## config.mk

```make
export PLATFORM = sky130hd
export DESIGN_NAME = hotkey_remap_injector
export DESIGN_NICKNAME = d
export VERILOG_FILES = /design/src/hri_pkg.sv /design/src/hri_front.sv /design/src/hri_cmd_fifo.sv /design/src/hri_back.sv /design/src/hotkey_remap_injector.sv
export VERILOG_INCLUDE_DIRS = /design/src /design/src/src
export SDC_FILE = /design/constraint.sdc
export NUM_CORES = 1
export LEC_CHECK = 0
export ABC_CLOCK_PERIOD_IN_PS = 7300
export BUFFER_PORTS_ARGS = -buffer_cell sky130_fd_sc_hd__buf_2
export CAP_MARGIN = 10
export CORE_MARGIN = 3
export CORE_UTILIZATION = 60
export DETAILED_ROUTE_END_ITERATION = 8
export GPL_TIMING_DRIVEN = 0
export PLACE_DENSITY_LB_ADDON = 0.25
export SYNTH_ARGS = -nofsm -noshare
export SYNTH_HDL_FRONTEND = slang
export SYNTH_SLANG_ARGS = --single-unit
```

## constraint.sdc

```tcl
create_clock -name clk -period 7.3 [get_ports clk]
set_input_delay 0.73 -clock clk [delete_from_list [all_inputs] [get_ports clk]]
set_output_delay 0.73 -clock clk [all_outputs]
set_load 0.005 [all_outputs]
```

## src/hotkey_remap_injector_macros.svh

```systemverilog
// Assertion macros shared by the hotkey remap injector modules.
// Depends on a clock named clk and a synchronous reset named rst in scope.
`ifndef HOTKEY_REMAP_INJECTOR_MACROS_SVH
`define HOTKEY_REMAP_INJECTOR_MACROS_SVH

// Property checked at every clock edge outside reset.
`define HRI_ASSERT(label, prop, msg) \
  label: assert property (@(posedge clk) disable iff (rst) (prop)) else $error(msg);

// Condition that must never be seen outside reset.
`define HRI_ASSERT_NEVER(label, cond, msg) \
  `HRI_ASSERT(label, !(cond), msg)

`endif

```

## src/hri_pkg.sv

```systemverilog
// Shared types, key codes and the injected run table for the hotkey remap injector.
// No dependencies.
package hri_pkg;

  typedef logic [9:0] key_code_t;

  localparam logic [4:0] EVT_KEY = 5'd1;

  localparam logic [1:0] ST_RELEASE = 2'd0;
  localparam logic [1:0] ST_PRESS   = 2'd1;
  localparam logic [1:0] ST_HOLD    = 2'd2;

  localparam key_code_t CODE_LCTRL  = 10'd29;
  localparam key_code_t CODE_RCTRL  = 10'd97;
  localparam key_code_t CODE_LSHIFT = 10'd42;
  localparam key_code_t CODE_RSHIFT = 10'd54;
  localparam key_code_t CODE_TAB    = 10'd15;
  localparam key_code_t CODE_DEL    = 10'd111;
  localparam key_code_t CODE_PAUSE  = 10'd119;
  localparam key_code_t CODE_PGUP   = 10'd104;
  localparam key_code_t CODE_PGDN   = 10'd109;
  localparam key_code_t CODE_HOME   = 10'd102;
  localparam key_code_t CODE_END    = 10'd107;

  // Command queue between front and back
  localparam int FIFO_DEPTH = 4;
  localparam int FIFO_AW    = $clog2(FIFO_DEPTH);
  localparam int FIFO_CW    = $clog2(FIFO_DEPTH + 1);

  typedef logic [2:0] step_t;
  localparam step_t SHORT_LAST = 3'd3;
  localparam step_t LONG_LAST  = 3'd5;

  typedef struct packed {
    logic      long_run;   // ctrl held: six-event run
    key_code_t target;
  } cmd_t;

  typedef struct packed {
    logic valid;
    cmd_t cmd;
  } cmd_slot_t;

  typedef struct packed {
    key_code_t code;
    logic      pressed;
    logic      last;
  } inj_t;

  function automatic inj_t run_event(cmd_t c, step_t step);
    inj_t r;
    r.code    = CODE_LSHIFT;
    r.pressed = 1'b0;
    r.last    = 1'b0;
    if (c.long_run) begin
      unique case (step)
        3'd0: begin r.code = CODE_LSHIFT; r.pressed = 1'b0; end
        3'd1: begin r.code = CODE_LCTRL;  r.pressed = 1'b0; end
        3'd2: begin r.code = c.target;    r.pressed = 1'b1; end
        3'd3: begin r.code = c.target;    r.pressed = 1'b0; end
        3'd4: begin r.code = CODE_LCTRL;  r.pressed = 1'b1; end
        LONG_LAST: begin
          r.code = CODE_LSHIFT; r.pressed = 1'b1; r.last = 1'b1;
        end
        default: begin r.code = CODE_LSHIFT; r.pressed = 1'b0; end
      endcase
    end else begin
      unique case (step)
        3'd0: begin r.code = CODE_LSHIFT; r.pressed = 1'b0; end
        3'd1: begin r.code = c.target;    r.pressed = 1'b1; end
        3'd2: begin r.code = c.target;    r.pressed = 1'b0; end
        SHORT_LAST: begin
          r.code = CODE_LSHIFT; r.pressed = 1'b1; r.last = 1'b1;
        end
        default: begin r.code = CODE_LSHIFT; r.pressed = 1'b0; end
      endcase
    end
    return r;
  endfunction

endpackage

```

## src/hri_front.sv

```systemverilog
// Front end: takes key events, tracks modifier and enable flags, issues run commands.
// Depends on hri_pkg.
module hri_front (
  input  logic              clk,
  input  logic              rst,
  input  logic              push,
  input  logic [4:0]        event_type,
  input  logic [9:0]        key_code_in,
  input  logic [1:0]        key_state,
  input  logic              queue_full,
  output logic              full,
  output logic              cmd_push,
  output hri_pkg::cmd_t     cmd
);
  import hri_pkg::*;

  logic shift_held, ctrl_held, remap_enabled;
  logic shift_held_next, ctrl_held_next, remap_enabled_next;
  logic accept, is_key, is_shift, is_ctrl, active, tab_toggle, is_del, is_pause;

  assign full     = queue_full;
  assign accept   = push && !queue_full;
  assign is_key   = (event_type == EVT_KEY);
  assign is_shift = (key_code_in == CODE_LSHIFT) || (key_code_in == CODE_RSHIFT);
  assign is_ctrl  = (key_code_in == CODE_LCTRL) || (key_code_in == CODE_RCTRL);
  assign active   = (key_state == ST_PRESS) || (key_state == ST_HOLD);
  assign is_del   = (key_code_in == CODE_DEL);
  assign is_pause = (key_code_in == CODE_PAUSE);

  always_comb begin
    shift_held_next = shift_held;
    ctrl_held_next  = ctrl_held;
    if (is_key && is_shift && key_state == ST_PRESS)   shift_held_next = 1'b1;
    if (is_key && is_shift && key_state == ST_RELEASE) shift_held_next = 1'b0;
    if (is_key && is_ctrl && key_state == ST_PRESS)    ctrl_held_next  = 1'b1;
    if (is_key && is_ctrl && key_state == ST_RELEASE)  ctrl_held_next  = 1'b0;
  end

  assign tab_toggle = is_key && (key_code_in == CODE_TAB) && (key_state == ST_PRESS)
                      && ctrl_held_next && shift_held_next;
  assign remap_enabled_next = remap_enabled ^ tab_toggle;

  // Delete and Pause are never Tab, so the enable flag seen here is the current one
  assign cmd_push = accept && is_key && active && remap_enabled && shift_held_next
                    && (is_del || is_pause);

  always_comb begin
    cmd.long_run = ctrl_held_next;
    if (ctrl_held_next) begin
      cmd.target = is_del ? CODE_END : CODE_HOME;
    end else begin
      cmd.target = is_del ? CODE_PGUP : CODE_PGDN;
    end
  end

  always_ff @(posedge clk) begin
    if (rst) begin
      shift_held    <= 1'b0;
      ctrl_held     <= 1'b0;
      remap_enabled <= 1'b1;
    end else if (accept) begin
      shift_held    <= shift_held_next;
      ctrl_held     <= ctrl_held_next;
      remap_enabled <= remap_enabled_next;
    end
  end

endmodule

```

## src/hri_cmd_fifo.sv

```systemverilog
// Short command queue between the front end and the run sequencer.
// Depends on hri_pkg and hotkey_remap_injector_macros.svh.
`include "hotkey_remap_injector_macros.svh"

module hri_cmd_fifo (
  input  logic                clk,
  input  logic                rst,
  input  logic                wr_en,
  input  hri_pkg::cmd_t       wr_cmd,
  input  logic                rd_en,
  output logic                queue_full,
  output hri_pkg::cmd_slot_t  head
);
  import hri_pkg::*;

  cmd_t                 mem [FIFO_DEPTH];
  logic [FIFO_AW-1:0]   wr_ptr, rd_ptr;
  logic [FIFO_CW-1:0]   count;
  logic                 do_wr, do_rd;

  assign queue_full = (count == FIFO_CW'(FIFO_DEPTH));
  assign do_wr      = wr_en && !queue_full;
  assign do_rd      = rd_en && (count != '0);
  assign head.valid = (count != '0);
  assign head.cmd   = mem[rd_ptr];

  always_ff @(posedge clk) begin
    if (do_wr) begin
      mem[wr_ptr] <= wr_cmd;
    end
  end

  always_ff @(posedge clk) begin
    if (rst) begin
      wr_ptr <= '0;
      rd_ptr <= '0;
      count  <= '0;
    end else begin
      if (do_wr) wr_ptr <= wr_ptr + 1'b1;
      if (do_rd) rd_ptr <= rd_ptr + 1'b1;
      unique case ({do_wr, do_rd})
        2'b10:   count <= count + 1'b1;
        2'b01:   count <= count - 1'b1;
        default: count <= count;
      endcase
    end
  end

  `HRI_ASSERT_NEVER(a_no_write_when_full, queue_full && wr_en, "command written to full queue")
  `HRI_ASSERT(a_ptr_count_agree, (wr_ptr - rd_ptr) == count[FIFO_AW-1:0], "pointers and count disagree")

endmodule

```

## src/hri_back.sv

```systemverilog
// Back end: steps through each queued run and holds one injected event for transfer.
// Depends on hri_pkg and hotkey_remap_injector_macros.svh.
`include "hotkey_remap_injector_macros.svh"

module hri_back (
  input  logic                clk,
  input  logic                rst,
  input  hri_pkg::cmd_slot_t  head,
  output logic                take,
  input  logic                pop,
  output logic                empty,
  output logic [9:0]          out_key_code,
  output logic                out_key_state,
  output logic                last_of_run
);
  import hri_pkg::*;

  step_t step;
  logic  out_valid, load;
  inj_t  ev;

  assign empty = !out_valid;
  assign load  = !out_valid || pop;
  assign ev    = run_event(head.cmd, step);
  // queue entry is retired as its final event enters the output register
  assign take  = load && head.valid && ev.last;

  always_ff @(posedge clk) begin
    if (rst) begin
      out_valid <= 1'b0;
      step      <= '0;
    end else if (load) begin
      out_valid <= head.valid;
      if (head.valid) begin
        step <= ev.last ? '0 : step + 1'b1;
      end
    end
  end

  always_ff @(posedge clk) begin
    if (load && head.valid) begin
      out_key_code  <= ev.code;
      out_key_state <= ev.pressed;
      last_of_run   <= ev.last;
    end
  end

  `HRI_ASSERT(a_step_needs_cmd, (step != '0) |-> head.valid, "mid-run with no queued command")
  `HRI_ASSERT(a_step_in_run, (step == '0) || (head.cmd.long_run ? (step <= LONG_LAST) : (step <= SHORT_LAST)), "run step past end")

endmodule

```

## src/hotkey_remap_injector.sv

```systemverilog
// The first injected event reaches the result ports through the command queue and then the output register.
// One input per cycle is taken while the four-entry command queue has room; the back
// sequencer emits one event per cycle while pop keeps its output register free, and an
// injecting input yields a run of four or six events, all other inputs produce nothing.
// Reset: shift and ctrl flags cleared, remapping enabled, queue and output register empty.
module hotkey_remap_injector (
  input  logic       clk,
  input  logic       rst,
  input  logic       push,
  output logic       full,
  input  logic [4:0] event_type,
  input  logic [9:0] key_code_in,
  input  logic [1:0] key_state,
  output logic       empty,
  input  logic       pop,
  output logic [9:0] out_key_code,
  output logic       out_key_state,
  output logic       last_of_run
);
  import hri_pkg::*;

  logic      queue_full, cmd_push, take;
  cmd_t      cmd;
  cmd_slot_t head;

  hri_front u_front (
    .clk         (clk),
    .rst         (rst),
    .push        (push),
    .event_type  (event_type),
    .key_code_in (key_code_in),
    .key_state   (key_state),
    .queue_full  (queue_full),
    .full        (full),
    .cmd_push    (cmd_push),
    .cmd         (cmd)
  );

  hri_cmd_fifo u_fifo (
    .clk        (clk),
    .rst        (rst),
    .wr_en      (cmd_push),
    .wr_cmd     (cmd),
    .rd_en      (take),
    .queue_full (queue_full),
    .head       (head)
  );

  hri_back u_back (
    .clk           (clk),
    .rst           (rst),
    .head          (head),
    .take          (take),
    .pop           (pop),
    .empty         (empty),
    .out_key_code  (out_key_code),
    .out_key_state (out_key_state),
    .last_of_run   (last_of_run)
  );

endmodule
```

==> results of run 1 <==
[through the flow]
stage                     hold WS, ns  instance area (um2)  setup slack [ns]
final                           0.474                 2410              4.03
after global routing            0.506                 2410              3.87
after CTS                       0.471                 2410              4.03
after detailed placement        0.456                 2360              3.67
after global placement          0.444                 2360              3.83
after floorplan                 0.430                 2150              4.15
[worst max-delay path, delay by kind of cell]
family	cells	cell delay, ns
AO/OA/AOI/OAI	2	0.61
XOR/XNOR	1	0.08
buffers and inverters	3	0.24
AND/OR/NAND/NOR	3	1.51
adder cells (fa/ha/maj)	2	0.39
[sequential cells by signal, summed over array words and instances (netlist names), named ones only]
| signal | flops |
|---|---|
| u_fifo.mem | 16 |
| u_back.out_key_code | 7 |
| u_back.step | 3 |
| u_fifo.count | 3 |
| u_fifo.rd_ptr | 2 |
| u_fifo.wr_ptr | 2 |
| u_back.last_of_run | 1 |
| u_back.out_key_state | 1 |
| u_back.out_valid | 1 |
| u_front.ctrl_held | 1 |
| u_front.remap_enabled | 1 |
| u_front.shift_held | 1 |
[placed cells by master, fill, tap and decap left out, types with 2 or more instances in the layout]
cell,instances
a2111oi_0,2
a21o_1,2
a21oi_1,12
a31oi_1,3
and2_1,7
buf_2,31
buf_4,3
clkbuf_1,4
clkbuf_4,5
conb_1,3
dfxtp_1,16
edfxtp_1,25
ha_1,15
inv_1,22
mux2i_1,2
mux4_2,4
nand2_1,6
nand2b_1,2
nand3b_1,2
nor2_1,17
nor2b_1,2
nor3_1,8
nor4b_1,2
o21ai_0,4
or3_1,4
or4b_1,2
xnor2_1,2
xor2_1,4
[path summary, 6_finish.rpt]
path,endpoint,slack (ns)
worst max-delay path,u_fifo.count[2],4.03
worst min-delay path,u_front.ctrl_held,0.47
worst max register to register,u_fifo.count[2],4.44
worst min register to register,u_front.ctrl_held,0.47
[layer usage]
layer | vias to the layer above | GRT usage (%) | wire length, um
met3 | 8 | 4.79 | 193
met2 | 47 | 37.4 | 2110
li1 | 776 | - | -
met4 | 0 | 6.99 | 60
met1 | 713 | 23.7 | 1630
met5 | - | 0 | 0
[power breakdown]
part           total, uW  internal [uW]  switching [uW]  leakage [uW]
clock                105           37.6            67.8     0.0000293
sequential           242            242        0.000135      0.000354
combinational       16.0           7.85            8.14      0.000526
total                364            288            75.9      0.000909
[cells by family after synthesis]
logic type	share of synthesized area (%)
AND/OR/NAND/NOR	15.7
flip-flops	50.0
AO/OA/AOI/OAI	11.0
buffers and inverters	5.26
adder cells (fa/ha/maj)	9.70
multiplexers	5.67
XOR/XNOR	2.45
other	0.175
[cell type report]
| class | instances | area, um2 | share of cell area, % |
|---|---|---|---|
| Sequential cell | 41 | 1070 | 44.4 |
| Multi-Input combinational cell | 126 | 966 | 40.0 |
| Timing Repair Buffer | 31 | 155 | 6.43 |
| Inverter | 22 | 82.6 | 3.42 |
| Tap cell | 46 | 57.6 | 2.39 |
| Clock buffer | 7 | 45.0 | 1.87 |
| Buffer | 5 | 30.0 | 1.24 |
| Clock inverter | 1 | 5.00 | 0.207 |
==> flow_metrics.py, run 1 <==
metrics = {
    "critical_path": {
        "cp-start-kind": "primary input",
        "crit_path_start": "event_type[1]",
        "crit_type": "primary input to register",
        "cp.arrival_ns": 3.55,
        "cp.required_ns": 7.58,
        "end_kind": "register",
        "path_max_fanout": 7,
        "cp_slowest_stage_delay_ns": 0.67,
        "cpMaxStageDelayCell": "nor4b_1",
        "ff2ff_path_depth": 9,
        "path_common_cell": "inv_1",
        "cp_cell_sequence": "buf_2 -> or4b_1 -> nor4b_1 -> o2111a_1 -> inv_1 -> ha_1 -> inv_1 -> fa_1 -> xor2_1 -> or3_1 -> a21oi_1",
    },
    "logic_synthesis": {
        "synth_edf_count": 25,
        "synth_ff_type": "edfxtp_1",
        "ys_types": 47,
        "async_flop_share_pct": 0,
        "ys_seq_area_share_pct": 50.0,
        "yosysWarnings": 0,
        "syn_area_per_cell_um2": 11.2,
        "ys_ff_latch": 41,
        "synth_most_common_cell": "edfxtp_1",
        "yosysTopAreaCell": "edfxtp_1",
        "syn_inst": 192,
        "ys_top_cells_by_count": "edfxtp_1 (25), inv_1 (22), nor2_1 (17)",
        "synth_top_area_share_pct": 35.0,
        "synth_area_mm2": 0.00214,
        "synth.area.top_cells": "edfxtp_1 (35%), dfxtp_1 (15%), ha_1 (8.8%)",
    },
    "flow_run": {
        "drv_cap": 0,
    },
    "clock_network": {
        "post_cts_buffers": 0,
        "cts_root_buf": "clkbuf_4",
        "h-tree-depth": 2,
        "cts_made_buffers": 5,
        "clock_latency_ns": 0.34,
        "cts.clk_slew.worst_paths_ns": 0.11,
        "postCtsHoldBufs": 0,
        "numClockSinks": 41,
        "clock_path_buffers": 2,
        "cts_resized": 0,
        "tritoncts": "built",
    },
    "power_and_ir_drop": {
        "p_leak_uw": 0.000909,
        "irDropWorstVdd_uv": 102,
        "total_power_uw": 364,
        "powerDensity_mw_per_mm2": 151,
    },
    "routing": {
        "vias_per_cell": 5.53,
        "postRouteAntennaNets": 0,
        "via_count": 1544,
        "drt-pass1-iter-count": 6,
        "drt_iter0_markers": 90,
        "drc": 0,
        "wl_per_cell_um": 14.3,
        "postRouteWirelength_um": 3990,
    },
    "floorplan": {
        "dieArea_mm2": 0.00432,
        "fp.dieW_um": 65.8,
        "start_util_pct": 63.2,
        "num_rows": 21,
        "num_io_pins": 35,
        "core_area_mm2": 0.00339,
        "die_h_um": 65.8,
    },
    "grt": {
        "grt_first_pass_wirelength_um": 6710,
        "grt_max_degree": 13,
        "grt_antenna_before_repair": 0,
        "grt_pass1_vias": 1540,
        "grt_usage_pct": 20.7,
        "overflow": 0,
    },
    "finish": {
        "nFillCells": 265,
        "area_delta_synth_final_pct": 12.6,
        "drive_above_1_share_pct": 20.6,
        "instances_no_fill": 279,
        "nets": 269,
        "num_antenna_cells": 0,
        "final_core_util_pct": 71.2,
    },
    "sta": {
        "worst_pin_slew_ns": 0.730,
        "finClkSkew_ns": 0.00907,
        "min_period_ns": 3.27,
        "period_share_pct": 44.8,
        "finalMaxSlewViolations": 0,
        "relSlewSlack_pct": 50.6,
        "finalHoldViolCount": 0,
        "rsz0062_at_grt": "no",
        "setup-tns-final_ns": 0,
        "setup_viol": 0,
        "fmax_mhz": 306,
    },
    "placed_design": {
        "dp_cells": 271,
        "dpl.hpwl_um": 3100,
        "port_buffers": 31,
        "place_congestion": 0.827,
    },
    "min_path": {
        "hp-start": "u_front.ctrl_held",
        "hold_class": "register to register",
        "holdPathStages": 2,
    },
    "outcome": {
        "status": "finished, final reports clean",
    },
}
Note: power is estimated with default switching activity, not from simulation.
==> run 2: changes to the inputs <==
--- a/config.mk
+++ b/config.mk
@@ -6,11 +6,12 @@
 export SDC_FILE = /design/constraint.sdc
 export NUM_CORES = 1
 export LEC_CHECK = 0
-export ABC_CLOCK_PERIOD_IN_PS = 7300
+export ABC_AREA = 1
+export ABC_CLOCK_PERIOD_IN_PS = 3200
 export BUFFER_PORTS_ARGS = -buffer_cell sky130_fd_sc_hd__buf_2
 export CAP_MARGIN = 10
 export CORE_MARGIN = 3
-export CORE_UTILIZATION = 60
+export CORE_UTILIZATION = 56
 export DETAILED_ROUTE_END_ITERATION = 8
 export GPL_TIMING_DRIVEN = 0
 export PLACE_DENSITY_LB_ADDON = 0.25
==> constraint.sdc (replaced) <==
create_clock -name clk -period 3.2 [get_ports clk]
set_input_delay 0.32 -clock clk [delete_from_list [all_inputs] [get_ports clk]]
set_output_delay 0.32 -clock clk [all_outputs]
set_load 0.005 [all_outputs]
==> run 2 against run 1 <==
Compared with the run above:
- clock skew is 0.0023 ns lower
- utilization is 3.2 points lower
- critical path type is now register to register
- die area is 13% higher
- clock power grew to 3.0 times the previous value
- sequential power is 130% higher
- combinational power grew to 2.6 times the previous value
==> flow_metrics.py, run 2 <==
metrics = {
    "grt": {
        "grt_pass1_vias": 1631,
        "grt_antenna_before_repair": 0,
        "overflow": 0,
        "grt_usage_pct": 17.9,
        "grt_max_degree": 16,
        "grt_first_pass_wirelength_um": 7020,
    },
    "finish": {
        "instances_no_fill": 353,
        "num_antenna_cells": 0,
        "final_core_util_pct": 68.0,
        "area_delta_synth_final_pct": 13.4,
        "largestRegisters": "u_fifo.mem (16), u_back.out_key_code (7)",
        "nFillCells": 330,
        "drive_above_1_share_pct": 17.7,
        "nets": 341,
        "top_register": "u_fifo.mem",
        "multiInputGateArea_um2": 991,
        "largest_register_ffs": 16,
        "regArea_mm2": 0.00107,
        "final_common_cell": "inv_1",
        "final_cell_mix": "inv_1 (48), nand2_1 (44), nor2_1 (36)",
    },
    "logic_synthesis": {
        "yosysWarnings": 0,
        "synth_top_area_share_pct": 32.9,
        "syn_area_per_cell_um2": 8.63,
        "ys_top_cells_by_count": "inv_1 (48), nand2_1 (44), nor2_1 (36)",
        "synth_area_mm2": 0.00228,
        "ys_seq_area_share_pct": 47.0,
        "synth_most_common_cell": "inv_1",
        "ys_ff_latch": 41,
        "synth.area.top_cells": "edfxtp_1 (33%), dfxtp_1 (14%), ha_1 (8.2%)",
        "syn_inst": 264,
        "ys_types": 34,
        "synth_edf_count": 25,
        "async_flop_share_pct": 0,
        "synth_ff_type": "edfxtp_1",
        "yosysTopAreaCell": "edfxtp_1",
    },
    "routing": {
        "postRouteWirelength_um": 4000,
        "via_count": 1773,
        "drc": 0,
        "postRouteAntennaNets": 0,
        "drt-pass1-iter-count": 4,
        "wl_per_cell_um": 11.3,
        "drt_iter0_markers": 173,
        "vias_per_cell": 5.02,
    },
    "sta": {
        "worst_slack_ns": 0.761,
        "min_period_ns": 2.44,
        "finalHoldViolCount": 0,
        "fmax_mhz": 410,
        "rsz0062_at_grt": "no",
        "period_share_pct": 76.2,
        "setup-tns-final_ns": 0,
        "setup_viol": 0,
        "finClkSkew_ns": 0.00681,
        "finalMaxSlewViolations": 0,
    },
    "outcome": {
        "status": "finished, final reports clean",
    },
    "floorplan": {
        "num_io_pins": 35,
        "num_rows": 22,
        "fp.dieW_um": 69.8,
        "dieArea_mm2": 0.00487,
        "start_util_pct": 60.0,
        "die_h_um": 69.8,
        "core_area_mm2": 0.00380,
    },
    "placed_design": {
        "dp_cells": 345,
        "dpl.hpwl_um": 3130,
        "place_congestion": 0.879,
        "dp_slack_ns": 0.746,
        "port_buffers": 31,
    },
    "flow_run": {
        "drv_cap": 0,
    },
    "clock_network": {
        "numClockSinks": 41,
        "tritoncts": "built",
        "postCtsHoldBufs": 0,
        "post_cts_buffers": 0,
        "clock_latency_ns": 0.29,
        "clock_path_buffers": 2,
        "cts_made_buffers": 5,
        "cts_root_buf": "clkbuf_8",
        "cts.clk_slew.worst_paths_ns": 0.07,
        "cts_resized": 0,
        "h-tree-depth": 2,
    },
    "power_and_ir_drop": {
        "powerDensity_mw_per_mm2": 353,
        "irDropWorstVdd_uv": 262,
        "p_leak_uw": 0.00117,
    },
    "critical_path": {
        "cp.required_ns": 3.37,
        "path_max_fanout": 9,
        "crit_type": "register to register",
        "cp-start-kind": "register",
        "end_kind": "register",
        "cp.arrival_ns": 2.61,
    },
    "min_path": {
        "hold_class": "primary input to register",
    },
}
## run 2: changes by cell type in the layout (fill, tap and decap cells not counted), moves of 4 or more
cell / before / now
mux4_2: 4 / 0
and2_1: 7 / 2
clkbuf_4: 5 / 0
nor3_1: 8 / 4
or3_1: 4 / 0
clkbuf_8: 0 / 5
nand3_1: 1 / 17
nand2_1: 6 / 44
nor2_1: 17 / 36
o21ai_0: 4 / 15
inv_1: 22 / 48
## run 2: final timing paths
kind / startpoint / to / slack [ns] / depth (start not counted)
min reg2reg: u_fifo.count[0] / u_fifo.count[0] / 0.46 / 1
max: register / u_fifo.count[2] / 0.76 / 16
max reg2reg: register / u_fifo.count[2] / 0.76 / 16
min: rst / u_front.ctrl_held / 0.26 / 2
## run 2: layout make-up
cell class	instances	area share [%]
sequential	41	41.5
multi-input combinational	171	38.4
inverter	50	7.36
timing repair buffer	31	6.00
clock buffer	6	2.81
tap	48	2.32
buffer	4	1.31
clock inverter	2	0.387
## run 2: where the power goes
part	leakage, uW	internal [uW]	switching (uW)
clock	0.0000450	151	165
combinational	0.000782	18.3	23.0
sequential	0.000342	554	0.381
## run 2: per-layer routing
layer / up-vias / routed length, um / global-route usage [%]
met4: 0 / 61 / 5.96
met5: - / 0 / 0
met2: 44 / 2020 / 31.3
met1: 796 / 1740 / 21.5
met3: 6 / 174 / 4.20
li1: 927 / - / -
## run 2: cell families after synthesis
kind of cell / share of synthesized area [%]
compound gates: 10.2
xor+xnor: 0.769
fa+ha+maj: 9.12
buf+inv: 9.83
flops: 47.0
other cells: 0.165
simple gates: 23.0
## run 2: critical path: stages, from the launching register on
cell     delay [ns]
dfxtp_1        0.34
buf_6          0.14
inv_4          0.06
nand2_1        0.09
nand3_2        0.10
nand2_4        0.15
nor2_4         0.06
a21oi_4        0.15
nand2_4        0.09
inv_2          0.08
ha_1           0.14
inv_1          0.07
fa_1           0.39
a21oi_1        0.14
o21ai_0        0.11
o21ai_0        0.16
a21oi_1        0.06
## run 2: metrics by stage
step	cell area [um2]	hold slack (ns)	power (uW)
CTS	2580	0.247	922
finish	2580	0.256	912
global route	2580	0.262	961
floorplan	2290	0.389	588
detailed placement	2500	0.448	608
global placement	2500	0.435	606
